File: src/hw/rtl/fpr_pkg.sv
// ----------------------------------------------------------------------------
// fpr_pkg
// Shared types and constants for the framed packet receiver with Fletcher-8
// check: frame bytes, store sizing, controller states, command/status bundles.
// ----------------------------------------------------------------------------
package fpr_pkg;

    // largest payload the store holds
    localparam int PAYLOAD_MAX = 64;
    // store address and fill index widths
    localparam int PL_AW = $clog2(PAYLOAD_MAX);
    localparam int WI_W  = $clog2(PAYLOAD_MAX + 1);

    // frame bytes
    localparam logic [7:0] START_FIRST     = 8'hBC;
    localparam logic [7:0] START_SECOND    = 8'hCF;
    localparam logic [7:0] TYPE_RADIO      = 8'h00;
    localparam logic [7:0] TYPE_BATTERY    = 8'h13;
    localparam logic [7:0] BATTERY_MIN_LEN = 8'd5;
    // last payload byte of the voltage word
    localparam logic [PL_AW-1:0] VOLT_LAST_IDX = PL_AW'(4);

    // result kinds
    localparam logic KIND_RADIO   = 1'b0;
    localparam logic KIND_BATTERY = 1'b1;

    // controller states
    typedef enum logic [3:0] {
        ST_HUNT1,
        ST_HUNT2,
        ST_TYPE,
        ST_LEN,
        ST_DATA,
        ST_CKA,
        ST_CKB,
        ST_RAD_RD,
        ST_RAD_OUT,
        ST_BAT_RD,
        ST_BAT_CAP,
        ST_BAT_OUT
    } t_state;

    // controller to datapath
    typedef struct packed {
        logic ld_type;     // latch type, seed both sums
        logic ld_len;      // latch length, fold, clear fill index
        logic wr_data;     // store payload byte, fold
        logic cnt_inc;     // count a good frame
        logic rd_clr;      // read index to first payload byte
        logic rd_set1;     // read index to second payload byte
        logic rd_issue;    // read the store at the read index
        logic rd_inc;      // advance the read index
        logic volt_shift;  // shift read byte into the voltage word
        logic ld_radio;    // load a payload byte result
        logic ld_battery;  // load the voltage result
    } t_cmd;

    // datapath to controller
    typedef struct packed {
        logic is_start1;
        logic is_start2;
        logic len_over;
        logic len_zero;
        logic idx_full;
        logic data_done;
        logic eq_sum_a;
        logic eq_sum_b;
        logic go_radio;
        logic go_battery;
        logic rd_last;
        logic volt_done;
        logic out_free;
    } t_stat;

endpackage

File: src/hw/rtl/fpr_ctrl.sv
// ----------------------------------------------------------------------------
// fpr_ctrl
// Frame parsing and result sequencing state machine. Takes one input item per
// parse step and walks the store when a good frame produces results.
// ----------------------------------------------------------------------------
module fpr_ctrl (
    input  logic          i_clk,
    input  logic          i_rst_n,
    input  logic          i_in_valid,
    input  fpr_pkg::t_stat i_stat,
    output logic          o_in_stall,
    output fpr_pkg::t_cmd  o_cmd
);
    import fpr_pkg::*;

    t_state r_state;
    t_state n_state;
    logic   in_acc;
    logic   parsing;

    // input is taken only in the parse states
    always_comb begin
        unique case (r_state)
            ST_HUNT1, ST_HUNT2, ST_TYPE, ST_LEN,
            ST_DATA, ST_CKA, ST_CKB: parsing = 1'b1;
            default:                 parsing = 1'b0;
        endcase
    end

    assign o_in_stall = !parsing;
    assign in_acc     = i_in_valid && parsing;

    // state register
    always_ff @(posedge i_clk) begin
        if (!i_rst_n) begin
            r_state <= ST_HUNT1;
        end else begin
            r_state <= n_state;
        end
    end

    // next state
    always_comb begin
        n_state = r_state;
        unique case (r_state)
            ST_HUNT1: begin
                if (in_acc && i_stat.is_start1) n_state = ST_HUNT2;
            end
            ST_HUNT2: begin
                if (in_acc) n_state = i_stat.is_start2 ? ST_TYPE : ST_HUNT1;
            end
            ST_TYPE: begin
                if (in_acc) n_state = ST_LEN;
            end
            ST_LEN: begin
                if (in_acc) begin
                    if (i_stat.len_over)      n_state = ST_HUNT1;
                    else if (i_stat.len_zero) n_state = ST_CKA;
                    else                      n_state = ST_DATA;
                end
            end
            ST_DATA: begin
                if (in_acc) begin
                    if (i_stat.idx_full)       n_state = ST_HUNT1;
                    else if (i_stat.data_done) n_state = ST_CKA;
                end
            end
            ST_CKA: begin
                if (in_acc) n_state = i_stat.eq_sum_a ? ST_CKB : ST_HUNT1;
            end
            ST_CKB: begin
                if (in_acc) begin
                    if (i_stat.eq_sum_b && i_stat.go_radio)        n_state = ST_RAD_RD;
                    else if (i_stat.eq_sum_b && i_stat.go_battery) n_state = ST_BAT_RD;
                    else                                           n_state = ST_HUNT1;
                end
            end
            ST_RAD_RD:  n_state = ST_RAD_OUT;
            ST_RAD_OUT: begin
                if (i_stat.out_free) n_state = i_stat.rd_last ? ST_HUNT1 : ST_RAD_RD;
            end
            ST_BAT_RD:  n_state = ST_BAT_CAP;
            ST_BAT_CAP: n_state = i_stat.volt_done ? ST_BAT_OUT : ST_BAT_RD;
            ST_BAT_OUT: begin
                if (i_stat.out_free) n_state = ST_HUNT1;
            end
            default:    n_state = ST_HUNT1;
        endcase
    end

    // commands
    always_comb begin
        o_cmd = '0;
        unique case (r_state)
            ST_TYPE: o_cmd.ld_type = in_acc;
            ST_LEN:  o_cmd.ld_len  = in_acc;
            ST_DATA: o_cmd.wr_data = in_acc && !i_stat.idx_full;
            ST_CKB: begin
                o_cmd.cnt_inc = in_acc && i_stat.eq_sum_b;
                o_cmd.rd_clr  = in_acc && i_stat.eq_sum_b && i_stat.go_radio;
                o_cmd.rd_set1 = in_acc && i_stat.eq_sum_b && !i_stat.go_radio
                                && i_stat.go_battery;
            end
            ST_RAD_RD:  o_cmd.rd_issue = 1'b1;
            ST_RAD_OUT: begin
                o_cmd.ld_radio = i_stat.out_free;
                o_cmd.rd_inc   = i_stat.out_free && !i_stat.rd_last;
            end
            ST_BAT_RD:  o_cmd.rd_issue = 1'b1;
            ST_BAT_CAP: begin
                o_cmd.volt_shift = 1'b1;
                o_cmd.rd_inc     = !i_stat.volt_done;
            end
            ST_BAT_OUT: o_cmd.ld_battery = i_stat.out_free;
            default:    o_cmd = '0;
        endcase
    end

endmodule

File: src/hw/rtl/fpr_dp.sv
// ----------------------------------------------------------------------------
// fpr_dp
// Datapath: frame fields, Fletcher-8 sums, payload store, good-frame counter,
// voltage assembly and the output item register.
// ----------------------------------------------------------------------------
module fpr_dp (
    input  logic           i_clk,
    input  logic           i_rst_n,
    input  logic           i_cfg_we,
    input  logic           i_cfg_data,
    input  logic [7:0]     i_rx_byte,
    input  logic           i_out_stall,
    input  fpr_pkg::t_cmd  i_cmd,
    output fpr_pkg::t_stat o_stat,
    output logic           o_out_valid,
    output logic           o_kind,
    output logic [7:0]     o_data_byte,
    output logic [31:0]    o_voltage_bits,
    output logic           o_last,
    output logic [31:0]    o_good_frames
);
    import fpr_pkg::*;

    logic             r_deliver;
    logic [7:0]       r_type;
    logic [7:0]       r_len;
    logic [7:0]       r_sum_a;
    logic [7:0]       r_sum_b;
    logic [WI_W-1:0]  r_widx;
    logic [PL_AW-1:0] r_ridx;
    logic [7:0]       r_rd_data;
    logic [31:0]      r_volt;
    logic [31:0]      r_count;
    logic [7:0]       r_mem [PAYLOAD_MAX];

    logic             r_o_valid;
    logic             r_o_kind;
    logic [7:0]       r_o_data;
    logic [31:0]      r_o_volt;
    logic             r_o_last;
    logic [31:0]      r_o_count;

    logic [7:0]       fold_a;
    logic [7:0]       widx_nx;
    logic             out_free;

    // running sum A with the current byte folded in
    assign fold_a  = r_sum_a + i_rx_byte;
    assign widx_nx = 8'(r_widx) + 8'd1;
    assign out_free = !r_o_valid || !i_out_stall;

    // status toward the controller
    always_comb begin
        o_stat.is_start1  = (i_rx_byte == START_FIRST);
        o_stat.is_start2  = (i_rx_byte == START_SECOND);
        o_stat.len_over   = ({1'b0, i_rx_byte} > 9'(PAYLOAD_MAX));
        o_stat.len_zero   = (i_rx_byte == 8'd0);
        o_stat.idx_full   = (9'(r_widx) >= 9'(PAYLOAD_MAX));
        o_stat.data_done  = (widx_nx >= r_len);
        o_stat.eq_sum_a   = (i_rx_byte == r_sum_a);
        o_stat.eq_sum_b   = (i_rx_byte == r_sum_b);
        o_stat.go_radio   = (r_type == TYPE_RADIO) && r_deliver && (r_len != 8'd0);
        o_stat.go_battery = (r_type == TYPE_BATTERY) && (r_len >= BATTERY_MIN_LEN);
        o_stat.rd_last    = (8'(r_ridx) == r_len - 8'd1);
        o_stat.volt_done  = (r_ridx == VOLT_LAST_IDX);
        o_stat.out_free   = out_free;
    end

    // configuration register
    always_ff @(posedge i_clk) begin
        if (!i_rst_n) begin
            r_deliver <= 1'b0;
        end else if (i_cfg_we) begin
            r_deliver <= i_cfg_data;
        end
    end

    // frame fields and checksum sums
    always_ff @(posedge i_clk) begin
        if (!i_rst_n) begin
            r_type  <= '0;
            r_len   <= '0;
            r_sum_a <= '0;
            r_sum_b <= '0;
            r_widx  <= '0;
        end else if (i_cmd.ld_type) begin
            r_type  <= i_rx_byte;
            r_sum_a <= i_rx_byte;
            r_sum_b <= i_rx_byte;
        end else if (i_cmd.ld_len) begin
            r_len   <= i_rx_byte;
            r_sum_a <= fold_a;
            r_sum_b <= r_sum_b + fold_a;
            r_widx  <= '0;
        end else if (i_cmd.wr_data) begin
            r_sum_a <= fold_a;
            r_sum_b <= r_sum_b + fold_a;
            r_widx  <= r_widx + WI_W'(1);
        end
    end

    // payload store, registered read
    always_ff @(posedge i_clk) begin
        if (i_cmd.wr_data) begin
            r_mem[r_widx[PL_AW-1:0]] <= i_rx_byte;
        end
        if (i_cmd.rd_issue) begin
            r_rd_data <= r_mem[r_ridx];
        end
    end

    // read index
    always_ff @(posedge i_clk) begin
        priority if (i_cmd.rd_clr) begin
            r_ridx <= '0;
        end else if (i_cmd.rd_set1) begin
            r_ridx <= PL_AW'(1);
        end else if (i_cmd.rd_inc) begin
            r_ridx <= r_ridx + PL_AW'(1);
        end
    end

    // voltage word, little-endian assembly
    always_ff @(posedge i_clk) begin
        if (i_cmd.volt_shift) begin
            r_volt <= {r_rd_data, r_volt[31:8]};
        end
    end

    // good-frame counter
    always_ff @(posedge i_clk) begin
        if (!i_rst_n) begin
            r_count <= '0;
        end else if (i_cmd.cnt_inc) begin
            r_count <= r_count + 32'd1;
        end
    end

    // output item register
    always_ff @(posedge i_clk) begin
        if (!i_rst_n) begin
            r_o_valid <= 1'b0;
        end else if (i_cmd.ld_radio || i_cmd.ld_battery) begin
            r_o_valid <= 1'b1;
        end else if (!i_out_stall) begin
            r_o_valid <= 1'b0;
        end
    end

    always_ff @(posedge i_clk) begin
        if (i_cmd.ld_radio) begin
            r_o_kind  <= KIND_RADIO;
            r_o_data  <= r_rd_data;
            r_o_volt  <= '0;
            r_o_last  <= o_stat.rd_last;
            r_o_count <= r_count;
        end else if (i_cmd.ld_battery) begin
            r_o_kind  <= KIND_BATTERY;
            r_o_data  <= '0;
            r_o_volt  <= r_volt;
            r_o_last  <= 1'b1;
            r_o_count <= r_count;
        end
    end

    assign o_out_valid    = r_o_valid;
    assign o_kind         = r_o_kind;
    assign o_data_byte    = r_o_data;
    assign o_voltage_bits = r_o_volt;
    assign o_last         = r_o_last;
    assign o_good_frames  = r_o_count;

endmodule

File: src/hw/rtl/framed_packet_receiver_fletcher8_core.sv
// ----------------------------------------------------------------------------
// framed_packet_receiver_fletcher8_core
// Framed byte receiver with Fletcher-8 check and payload/voltage delivery.
// ----------------------------------------------------------------------------
// Usage:
//   Input channel (i_in_valid / o_in_stall) carries one received byte per
//   item. The parser takes a byte in every cycle while it parses a frame.
//   After the second checksum byte of a good frame the block emits results
//   on the output channel (o_out_valid / i_out_stall) and stalls input:
//     radio frame   - with deliver_enable set, one item per payload byte
//                     (store read, output load), o_last on the final byte
//     battery frame - if length is 5 or more, one item (four store reads
//                     assembled into the voltage word, then output load)
//   Every store read goes through the single registered read port, which
//   sets the emission rate; input resumes in the cycle after the last result
//   is loaded into the output register.
//   When the receiver stalls, the output register holds its item and the
//   sequencer waits; nothing is dropped.
//   i_cfg_we / i_cfg_data write deliver_enable; write only while idle.
//   Reset (i_rst_n low, synchronous) returns to the start-byte hunt, clears
//   the good-frame count and deliver_enable; no store clearing is needed.
// ----------------------------------------------------------------------------
module framed_packet_receiver_fletcher8_core (
    input  logic        i_clk,
    input  logic        i_rst_n,
    input  logic        i_cfg_we,
    input  logic        i_cfg_data,
    input  logic        i_in_valid,
    output logic        o_in_stall,
    input  logic [7:0]  i_rx_byte,
    output logic        o_out_valid,
    input  logic        i_out_stall,
    output logic        o_kind,
    output logic [7:0]  o_data_byte,
    output logic [31:0] o_voltage_bits,
    output logic        o_last,
    output logic [31:0] o_good_frames
);
    import fpr_pkg::*;

    t_cmd  cmd;
    t_stat stat;

    // frame controller
    fpr_ctrl u_ctrl (
        .i_clk      (i_clk),
        .i_rst_n    (i_rst_n),
        .i_in_valid (i_in_valid),
        .i_stat     (stat),
        .o_in_stall (o_in_stall),
        .o_cmd      (cmd)
    );

    // datapath
    fpr_dp u_dp (
        .i_clk          (i_clk),
        .i_rst_n        (i_rst_n),
        .i_cfg_we       (i_cfg_we),
        .i_cfg_data     (i_cfg_data),
        .i_rx_byte      (i_rx_byte),
        .i_out_stall    (i_out_stall),
        .i_cmd          (cmd),
        .o_stat         (stat),
        .o_out_valid    (o_out_valid),
        .o_kind         (o_kind),
        .o_data_byte    (o_data_byte),
        .o_voltage_bits (o_voltage_bits),
        .o_last         (o_last),
        .o_good_frames  (o_good_frames)
    );

    // a battery item is always the last of its frame with no data byte
    a_battery_shape: assert property (@(posedge i_clk) disable iff (!i_rst_n)
        o_out_valid && (o_kind == KIND_BATTERY) |-> o_last && (o_data_byte == 8'd0))
        else $error("battery item malformed");

    // a payload byte item carries no voltage bits
    a_radio_shape: assert property (@(posedge i_clk) disable iff (!i_rst_n)
        o_out_valid && (o_kind == KIND_RADIO) |-> (o_voltage_bits == 32'd0))
        else $error("radio item carries voltage bits");

    // results are only loaded while input is held off
    a_load_while_stalled: assert property (@(posedge i_clk) disable iff (!i_rst_n)
        cmd.ld_radio || cmd.ld_battery |-> o_in_stall)
        else $error("result loaded while parsing");

    // the good-frame count only moves on a parsed checksum byte
    a_count_on_accept: assert property (@(posedge i_clk) disable iff (!i_rst_n)
        cmd.cnt_inc |-> i_in_valid && !o_in_stall)
        else $error("frame counted without an input item");

endmodule
File: config.mk
export PLATFORM = sky130hd
export DESIGN_NAME = framed_packet_receiver_fletcher8_core
export DESIGN_NICKNAME = d
export VERILOG_FILES = /design/src/hw/rtl/fpr_pkg.sv /design/src/hw/rtl/fpr_ctrl.sv /design/src/hw/rtl/fpr_dp.sv /design/src/hw/rtl/framed_packet_receiver_fletcher8_core.sv
export SDC_FILE = /design/constraint.sdc
export NUM_CORES = 1
export LEC_CHECK = 0
export ABC_AREA = 1
export BUFFER_PORTS_ARGS = -buffer_cell sky130_fd_sc_hd__buf_2
export CORE_UTILIZATION = 30
export CTS_BUF_LIST = sky130_fd_sc_hd__clkbuf_2
export DETAILED_ROUTE_END_ITERATION = 8
export GPL_ROUTABILITY_DRIVEN = 1
export PLACE_DENSITY = 0.44
export SLEW_MARGIN = 20
export SYNTH_ARGS = -nofsm -noshare
export SYNTH_HDL_FRONTEND = slang
export SYNTH_SLANG_ARGS = --single-unit
File: constraint.sdc
create_clock -name i_clk -period 3 [get_ports i_clk]
set_input_delay 0.6 -clock i_clk [delete_from_list [all_inputs] [get_ports i_clk]]
set_output_delay 0.6 -clock i_clk [all_outputs]
set_load 0.005 [all_outputs]
==> summary.md, run 1 <==
| Metric | Value |
|---|---|
| Outcome | finished clean |
| CP required | roughly 4.4 ns |
| Iteration-0 DRC count of the detailed router | around 1700 |
| TritonCTS Buffers | 189 |
| Xor/xnor share of the synthesized area | 0.01442 |
| HPWL after DPL | between 50000 and 60000 µm |
| CP Max Fanout | 2 |
| Static Leak | 12.33 nW |
| CTS tree | built |
| FMAX | 0.3469 GHz |
| Synthesis Warnings | 0 |
| Final nets | 3081 |
| Initial antenna violation count | 4 |
| Int Pwr | approximately 14 mW |
| Sw Ratio | 0.2673 |
| Peak supply drop | 0.0003177 V |
| Mux share of post-synthesis cell area | 0 |
| IO Pins | 90 |
| Hold_sp | i_rx_byte[4] |
| Post-synthesis cell area | 29760 µm² |
| Hold Path Class | in2reg |
| Routability cong. | ~0.84 |
| Number of port buffers | 89 |
| Net count after synthesis | 2764 |
| Crit path launch type | flop |
| Adder-Cell Fraction of Synth Area | 0.01354 |
| Met1 usage | 0.2390 |
| Synth Instances | 2719 |
| Logic pwr share | 0.085 |
| Compound-cell area share of the yosys netlist | 0.1075 |
| Post-DP Area | 32430 µm² |
| GR Layer Usage met3 | 0.03782 |
| Post-synth top area cell | edfxtp_1 |
| H-tree depth | 4 |
| Area contributors post-synth | edfxtp_1 (60%), dfxtp_1 (7.8%), nor2_1 (5.8%) |
| PwrDens | 564.7 nW/µm² |
| Max-cap violations | 0 |
| Final instance area | 34630 µm² |
| Via-to-Cell Ratio | between 4 and 5 |
| Cells on Worst Hold Path | 3 |
| First-pass GRT wire length | 132300 µm |
| Area growth, synth to finish | 16.38% |
| Final ANT Viol Nets | 0 |
| Top Usage Layer GRT | met2 |
| Seq/Total Area, Yosys | 0.6764 |
| R2r worst-path depth | 9 |
| Slew @ Worst Pin | 0.9692 ns |
| M2 GR Usage | 0.2784 |
| Detailed-route wire length per cell | 19.92 µm |
| Setup crit start | u_dp.r_sum_a[1] |
| Clk slew on worst S/H paths | approximately 0.11 ns |
| Root buf cell | clkbuf_2 |
| Vias in the first global route | ~22000 |
| Chip Width | 317.0 µm |
| Fin crit share | 0.9608 |
| Clk_lat worst skew | around 1.5 ns |
| Slew Limit Fails | 0 |
| Worst slew margin | 0.3539 |
| Pre-antenna DRT Iters | 5 |
| # setup viols final | 0 |
| Synth Register Bits | between 700 and 800 |
| Final WL | 89300 µm |
| Largest family of logic cells by synthesized area | simple AND/OR/NAND/NOR gates |
| RSZ-0062 raised after global routing | false |
| Die outline area | 100500 µm² |
| Share of the synthesized area in the top cell type | 0.5984 |
| Hold_ws | 0.2918 ns |
| Switching pwr | approximately 5.2 mW |
| Crit end category | flop |
| Sequential Power Share | 0.553 |
| Clock power share | 0.361 |
| Clock Sinks | 709 |
| Die Height | 317.0 µm |
| Bufs on Longest Clock Path | 3 |
| Placeable core area | 98280 µm² |
| Syn_area_per_cell | 10.95 µm² |
| Critical path class | reg2reg |
| Synth unique cells | 46 |
| Commonest non-fill, non-tap cells in the layout | edfxtp_1 (593), nor2_1 (458), nand2_1 (438) |
| Grt total ovfl | 0 |
| Aggregate global-route resource usage | 0.1768 |
| Largest net degree at the start of global routing | 96 |
| CP arrival | between 4 and 5 ns |
| Origin of the critical flop-to-flop path | u_dp.r_sum_a[1] |
| Hold Violations, Final | 0 |
| Commonest non-fill, non-tap cell in the layout | edfxtp_1 |
| Skew final | 0.09361 ns |
| Share of layout cells above drive strength 1 | 0.1937 |
| Initial core utilization | 0.3028 |
| Synth Area in Simple Gates | 0.1485 |
| Row cnt | 115 |
| Tmin final | 2.882 ns |
| Drt drc | 0 |
| Number of fillers in the final layout | 9935 |
| Area of the multi-input gates | 8487 µm² |
| Register Area | ~20000 µm² |
| Routed vias | 21790 |
flip-flops by register name (all words and copies together) (netlist names), 4 cells and up:
register,flops
u_dp.r_ridx,6
u_dp.o_data_byte,8
u_ctrl.r_state,4
u_dp.r_type,8
u_dp.r_mem,512
u_dp.r_widx,7
u_dp.r_sum_a,8
u_dp.r_count,32
u_dp.o_good_frames,32
u_dp.o_voltage_bits,32
u_dp.r_len,8
u_dp.r_volt,32
u_dp.r_rd_data,8
u_dp.r_sum_b,8
cells in the mapped netlist, drive strengths merged:
master / count
edfxtp: 593
nor2: 472
nand2: 449
o21ai: 302
inv: 136
a21oi: 122
dfxtp: 116
nand3: 92
buf: 73
o22ai: 73
clkbuf: 64
o211ai: 45
xor2: 33
nand4: 31
ha: 29
nor3: 22
xnor2: 16
o221ai: 15
a31oi: 10
or2: 4
clkinv: 3
nor4: 3
o21a: 3
a211oi: 2
a21o: 2
a221oi: 2
fa: 2
and3: 1
nand3b: 1
nor3b: 1
o21bai: 1
o31ai: 1
critical path: stages (launching register included):
cell and delay, ns:
dfxtp_1 0.33, buf_4 0.13, ha_1 0.30, nor4_1 0.36, dlygate4sd3_1 0.63, nand4_1 0.13
dlygate4sd3_1 0.67, nand4_1 0.11, nor2_1 0.05, nor2_1 0.08
power groups by stage:
stage	clock (mW)	sequential (mW)	combinational (mW)
after detailed placement	0	11.0	1.58
final	7.07	10.8	1.67
after global routing	7.85	10.8	1.85
after floorplan	0	11.0	0.977
after CTS	7.40	10.8	1.64
after global placement	0	11.0	1.56
final timing paths:
check                 endpoint  slack (ns)
max          u_ctrl.r_state[2]        0.12
min          u_dp.r_mem[63][4]        0.29
max reg2reg  u_ctrl.r_state[2]        0.12
min reg2reg     u_dp.r_volt[4]        0.43
stage by stage:
stage	cells	setup WS [ns]	TNS [ns]	util	power, mW
after global placement	4103	-0.3412	-0.7729	0.3300	12.60
after global routing	4480	0.002883	0	0.3524	20.54
after detailed placement	4103	-0.2874	-0.7829	0.3300	12.62
after floorplan	2719	0.2154	0	-	11.98
final	4482	0.1176	0	0.3524	19.56
after CTS	4470	0.004729	0	0.3514	19.86
metal layers:
layer  share of wire  vias to the layer above  wire (µm)
met4           0.024                        2       2142
met3           0.061                      140       5427
met1            0.46                    10600      40940
met2            0.46                      704      40780
li1                -                    10340          -
met5         0.00015                        -         13
cell type report:
type,count,area share
Multi-Input combinational cell,1734,0.2450
Antenna cell,9,0.0006503
Tap cell,1287,0.04649
Clock inverter,46,0.009682
Sequential cell,709,0.5818
Timing Repair Buffer,263,0.05845
Inverter,139,0.01521
Clock buffer,295,0.04263
cells by family after synthesis:
kind of cell    count (synthesis)
compound gates                578
xor+xnor                       49
fa+ha+maj                      31
buf+inv                       276
flops                         709
simple gates                 1076
repair_timing:
| item | 4_1_cts | 5_1_grt |
|---|---|---|
| hold endpoints to repair | 562 | 0 |
| setup endpoints to repair | 1 | 3 |
| pin swaps | 2 | 2 |
| setup buffers | 3 | 1 |
| gates cloned | 0 | 2 |
| gates resized for setup | 12 | 7 |
| hold buffers | 23 | 0 |
Power figures use the tool's default switching activity.
==> run 2: changes to the inputs <==
CELL_PAD_IN_SITES_DETAIL_PLACEMENT = 2   (was not set)
CELL_PAD_IN_SITES_GLOBAL_PLACEMENT = 2   (was not set)
PLACE_DENSITY = 0.6   (was 0.44)
==> summary.md, run 2 (same netlist as run 1, synthesis figures left out) <==
| Metric | Value |
|---|---|
| # setup viols final | 0 (unchanged) |
| Vias in the first global route | 24740 (+14%) |
| Clk_lat worst skew | 1.50 ns (+0.03 ns) |
| Switching pwr | 5.510 mW (+5.4%) |
| Peak supply drop | 0.0002158 V (-32%) |
| Static Leak | 12.35 nW (+0.12%) |
| RSZ-0062 raised after global routing | true |
| Int Pwr | 13.92 mW (-2.9%) |
| Routed vias | 22490 (+3.2%) |
| CP Max Fanout | 2 (unchanged) |
| PwrDens | 561.4 nW/µm² (-0.58%) |
| Placeable core area | 98280 µm² (unchanged) |
| TritonCTS Buffers | 190 (+0.53%) |
| Cells on Worst Hold Path | 5 (+2) |
| Iteration-0 DRC count of the detailed router | 1135 (-32%) |
| Hold_sp | i_rx_byte[1] |
| Root buf cell | clkbuf_2 |
| Hold_ws | 0.2084 ns (-0.08340 ns) |
| Initial core utilization | 0.3028 (unchanged) |
| Chip Width | 317.0 µm (unchanged) |
| Commonest non-fill, non-tap cell in the layout | edfxtp_1 |
| Drt drc | 0 (unchanged) |
| Crit end category | primary output |
| Detailed-route wire length per cell | 23.31 µm (+17%) |
| Clk slew on worst S/H paths | 0.12 ns (about the same) |
| Area growth, synth to finish | 16.29% (about the same) |
| CP arrival | 2.28 ns (-1.96 ns) |
| Setup WS pre-CTS | -0.4632 ns (-0.1758 ns) |
| IO Pins | 90 (unchanged) |
| Share of layout cells above drive strength 1 | 0.1987 (+0.005030) |
| Clock power share | 0.351 (-0.010) |
| R2r worst-path depth | 17 (+8) |
| Die outline area | 100500 µm² (unchanged) |
| Outcome | finished clean |
| Logic pwr share | 0.092 (+0.007) |
| Grt total ovfl | 0 (unchanged) |
| Worst slew margin | 0.3480 (-0.005889) |
| Fin util | 0.3522 (about the same) |
| HPWL after DPL | 68840 µm (+26%) |
| Clock Sinks | 709 (unchanged) |
| Die Height | 317.0 µm (unchanged) |
| Pre-antenna DRT Iters | 5 (unchanged) |
| Hold Violations, Final | 0 (unchanged) |
| Tmin final | 2.880 ns (-0.002674 ns) |
| Max reg flops | 512 (unchanged) |
| H-tree depth | 4 (unchanged) |
| Sequential Power Share | 0.557 (+0.004) |
| Final nets | 3101 (+0.65%) |
| Fin crit share | 0.9599 (about the same) |
| Number of port buffers | 89 (unchanged) |
| CP required | 2.40 ns (-1.96 ns) |
| Skew final | 0.1358 ns (+0.04220 ns) |
| Final WL | 104800 µm (+17%) |
| Aggregate global-route resource usage | 0.2102 (+0.03345) |
| R2R Path End | u_dp.r_sum_b[7] |
| CTS tree | built |
| Via-to-Cell Ratio | 4.999 (+2.8%) |
| Initial antenna violation count | 4 (unchanged) |
| Largest net degree at the start of global routing | 112 (+17%) |
| First-pass GRT wire length | 156700 µm (+18%) |
| Row cnt | 115 (unchanged) |
| Routability cong. | 0.8265 (-1.3%) |
| Slew Limit Fails | 0 (unchanged) |
| Origin of the critical flop-to-flop path | u_dp.r_sum_a[0] |
| Max-cap violations | 0 (unchanged) |
| Sw Ratio | 0.2836 (+0.01630) |
| Reg2Reg Setup Slack | 0.14 ns (+0.02 ns) |
| FMAX | 0.3473 GHz (about the same) |
| Hold Path Class | in2reg |
| Critical path class | reg2out |
| Hold Crit Endpoint | u_dp.r_len[1] |
| Fin worst setup slack | 0.1203 ns (+0.002674 ns) |
| Commonest non-fill, non-tap cells in the layout | edfxtp_1 (593), nor2_1 (458), nand2_1 (438) |
| Number of fillers in the final layout | 10640 (+7.1%) |
| Slew @ Worst Pin | 0.9780 ns (+0.008833 ns) |
| Crit path launch type | flop |
| Bufs on Longest Clock Path | 3 (unchanged) |
| Final ANT Viol Nets | 0 (unchanged) |
[run 2: cell types whose count changed in the layout (fill, tap and decap cells not counted), sizes merged]
cell	before	now
bufinv	5	0
clkbuf	297	293
dlygate4sd3	23	22
clkinvlp	3	5
inv	140	141
diode	9	5
buf	238	260
clkinv	37	42
[run 2: critical path, stage by stage (launching register included)]
cell and delay, ns:
dfxtp_4 0.38, nand2_4 0.06, o21ai_4 0.17, buf_2 0.16
[run 2: area by class of cell]
class | count | area [µm²] | share of cell area
sequential | 709 | 20150 | 0.5823
multi-input combinational | 1734 | 8489 | 0.2453
timing repair buffer | 282 | 2125 | 0.06139
tap | 1287 | 1610 | 0.04653
clock buffer | 293 | 1466 | 0.04237
inverter | 139 | 526.8 | 0.01522
clock inverter | 49 | 225.2 | 0.006508
antenna | 5 | 12.51 | 0.0003615
[run 2: per-layer routing]
metal / vias up / global-route usage / wire length (µm)
li1: 10340 / - / -
met1: 11590 / 0.2729 / 47160
met2: 394 / 0.3534 / 51450
met3: 168 / 0.03645 / 3535
met4: 0 / 0.07135 / 2697
met5: - / 0 / 0
[run 2: through the flow]
| step | cell area (µm²) | power [mW] | TNS, ns | cells |
|---|---|---|---|---|
| 2_1_floorplan | 29760 | 11.98 | 0 | 2719 |
| 3_3_place_gp | 32600 | 12.69 | -1.271 | 4123 |
| 3_5_place_dp | 32600 | 12.76 | -1.502 | 4123 |
| 4_1_cts | 34570 | 19.74 | -0.2055 | 4492 |
| 5_1_grt | 34610 | 20.41 | -0.1206 | 4498 |
| 6_report | 34610 | 19.43 | 0 | 4498 |
[run 2: what timing repair did]
item | in CTS | in global routing
hold buffers | 24 | 0
buffers inserted | 3 | 3
resized for setup | 9 | 8
endpoints found under the hold margin | 413 | 0
pin swaps | 2 | 4
setup endpoints to repair | 2 | 6
[run 2: worst max-delay path by stage]
stage	start	to	slack, ns	cells after the start
floorplan	i_rx_byte[0]	u_dp.r_sum_b[7]	0.22	15
global placement	i_rx_byte[0]	u_dp.r_sum_b[7]	-0.49	18
detailed placement	i_rx_byte[0]	u_dp.r_sum_b[7]	-0.46	17
CTS	u_ctrl.r_state[1]	o_in_stall	-0.15	3
global route	u_ctrl.r_state[1]	o_in_stall	-0.06	3
finish	u_ctrl.r_state[1]	o_in_stall	0.12	3
[run 2: power by group through the flow]
| stage | sequential (mW) | combinational (mW) | clock [mW] |
|---|---|---|---|
| after detailed placement | 11.0 | 1.71 | 0 |
| after global placement | 11.0 | 1.65 | 0 |
| after global routing | 10.8 | 1.96 | 7.61 |
| after CTS | 10.8 | 1.77 | 7.15 |
| after floorplan | 11.0 | 0.977 | 0 |
| final | 10.8 | 1.78 | 6.82 |
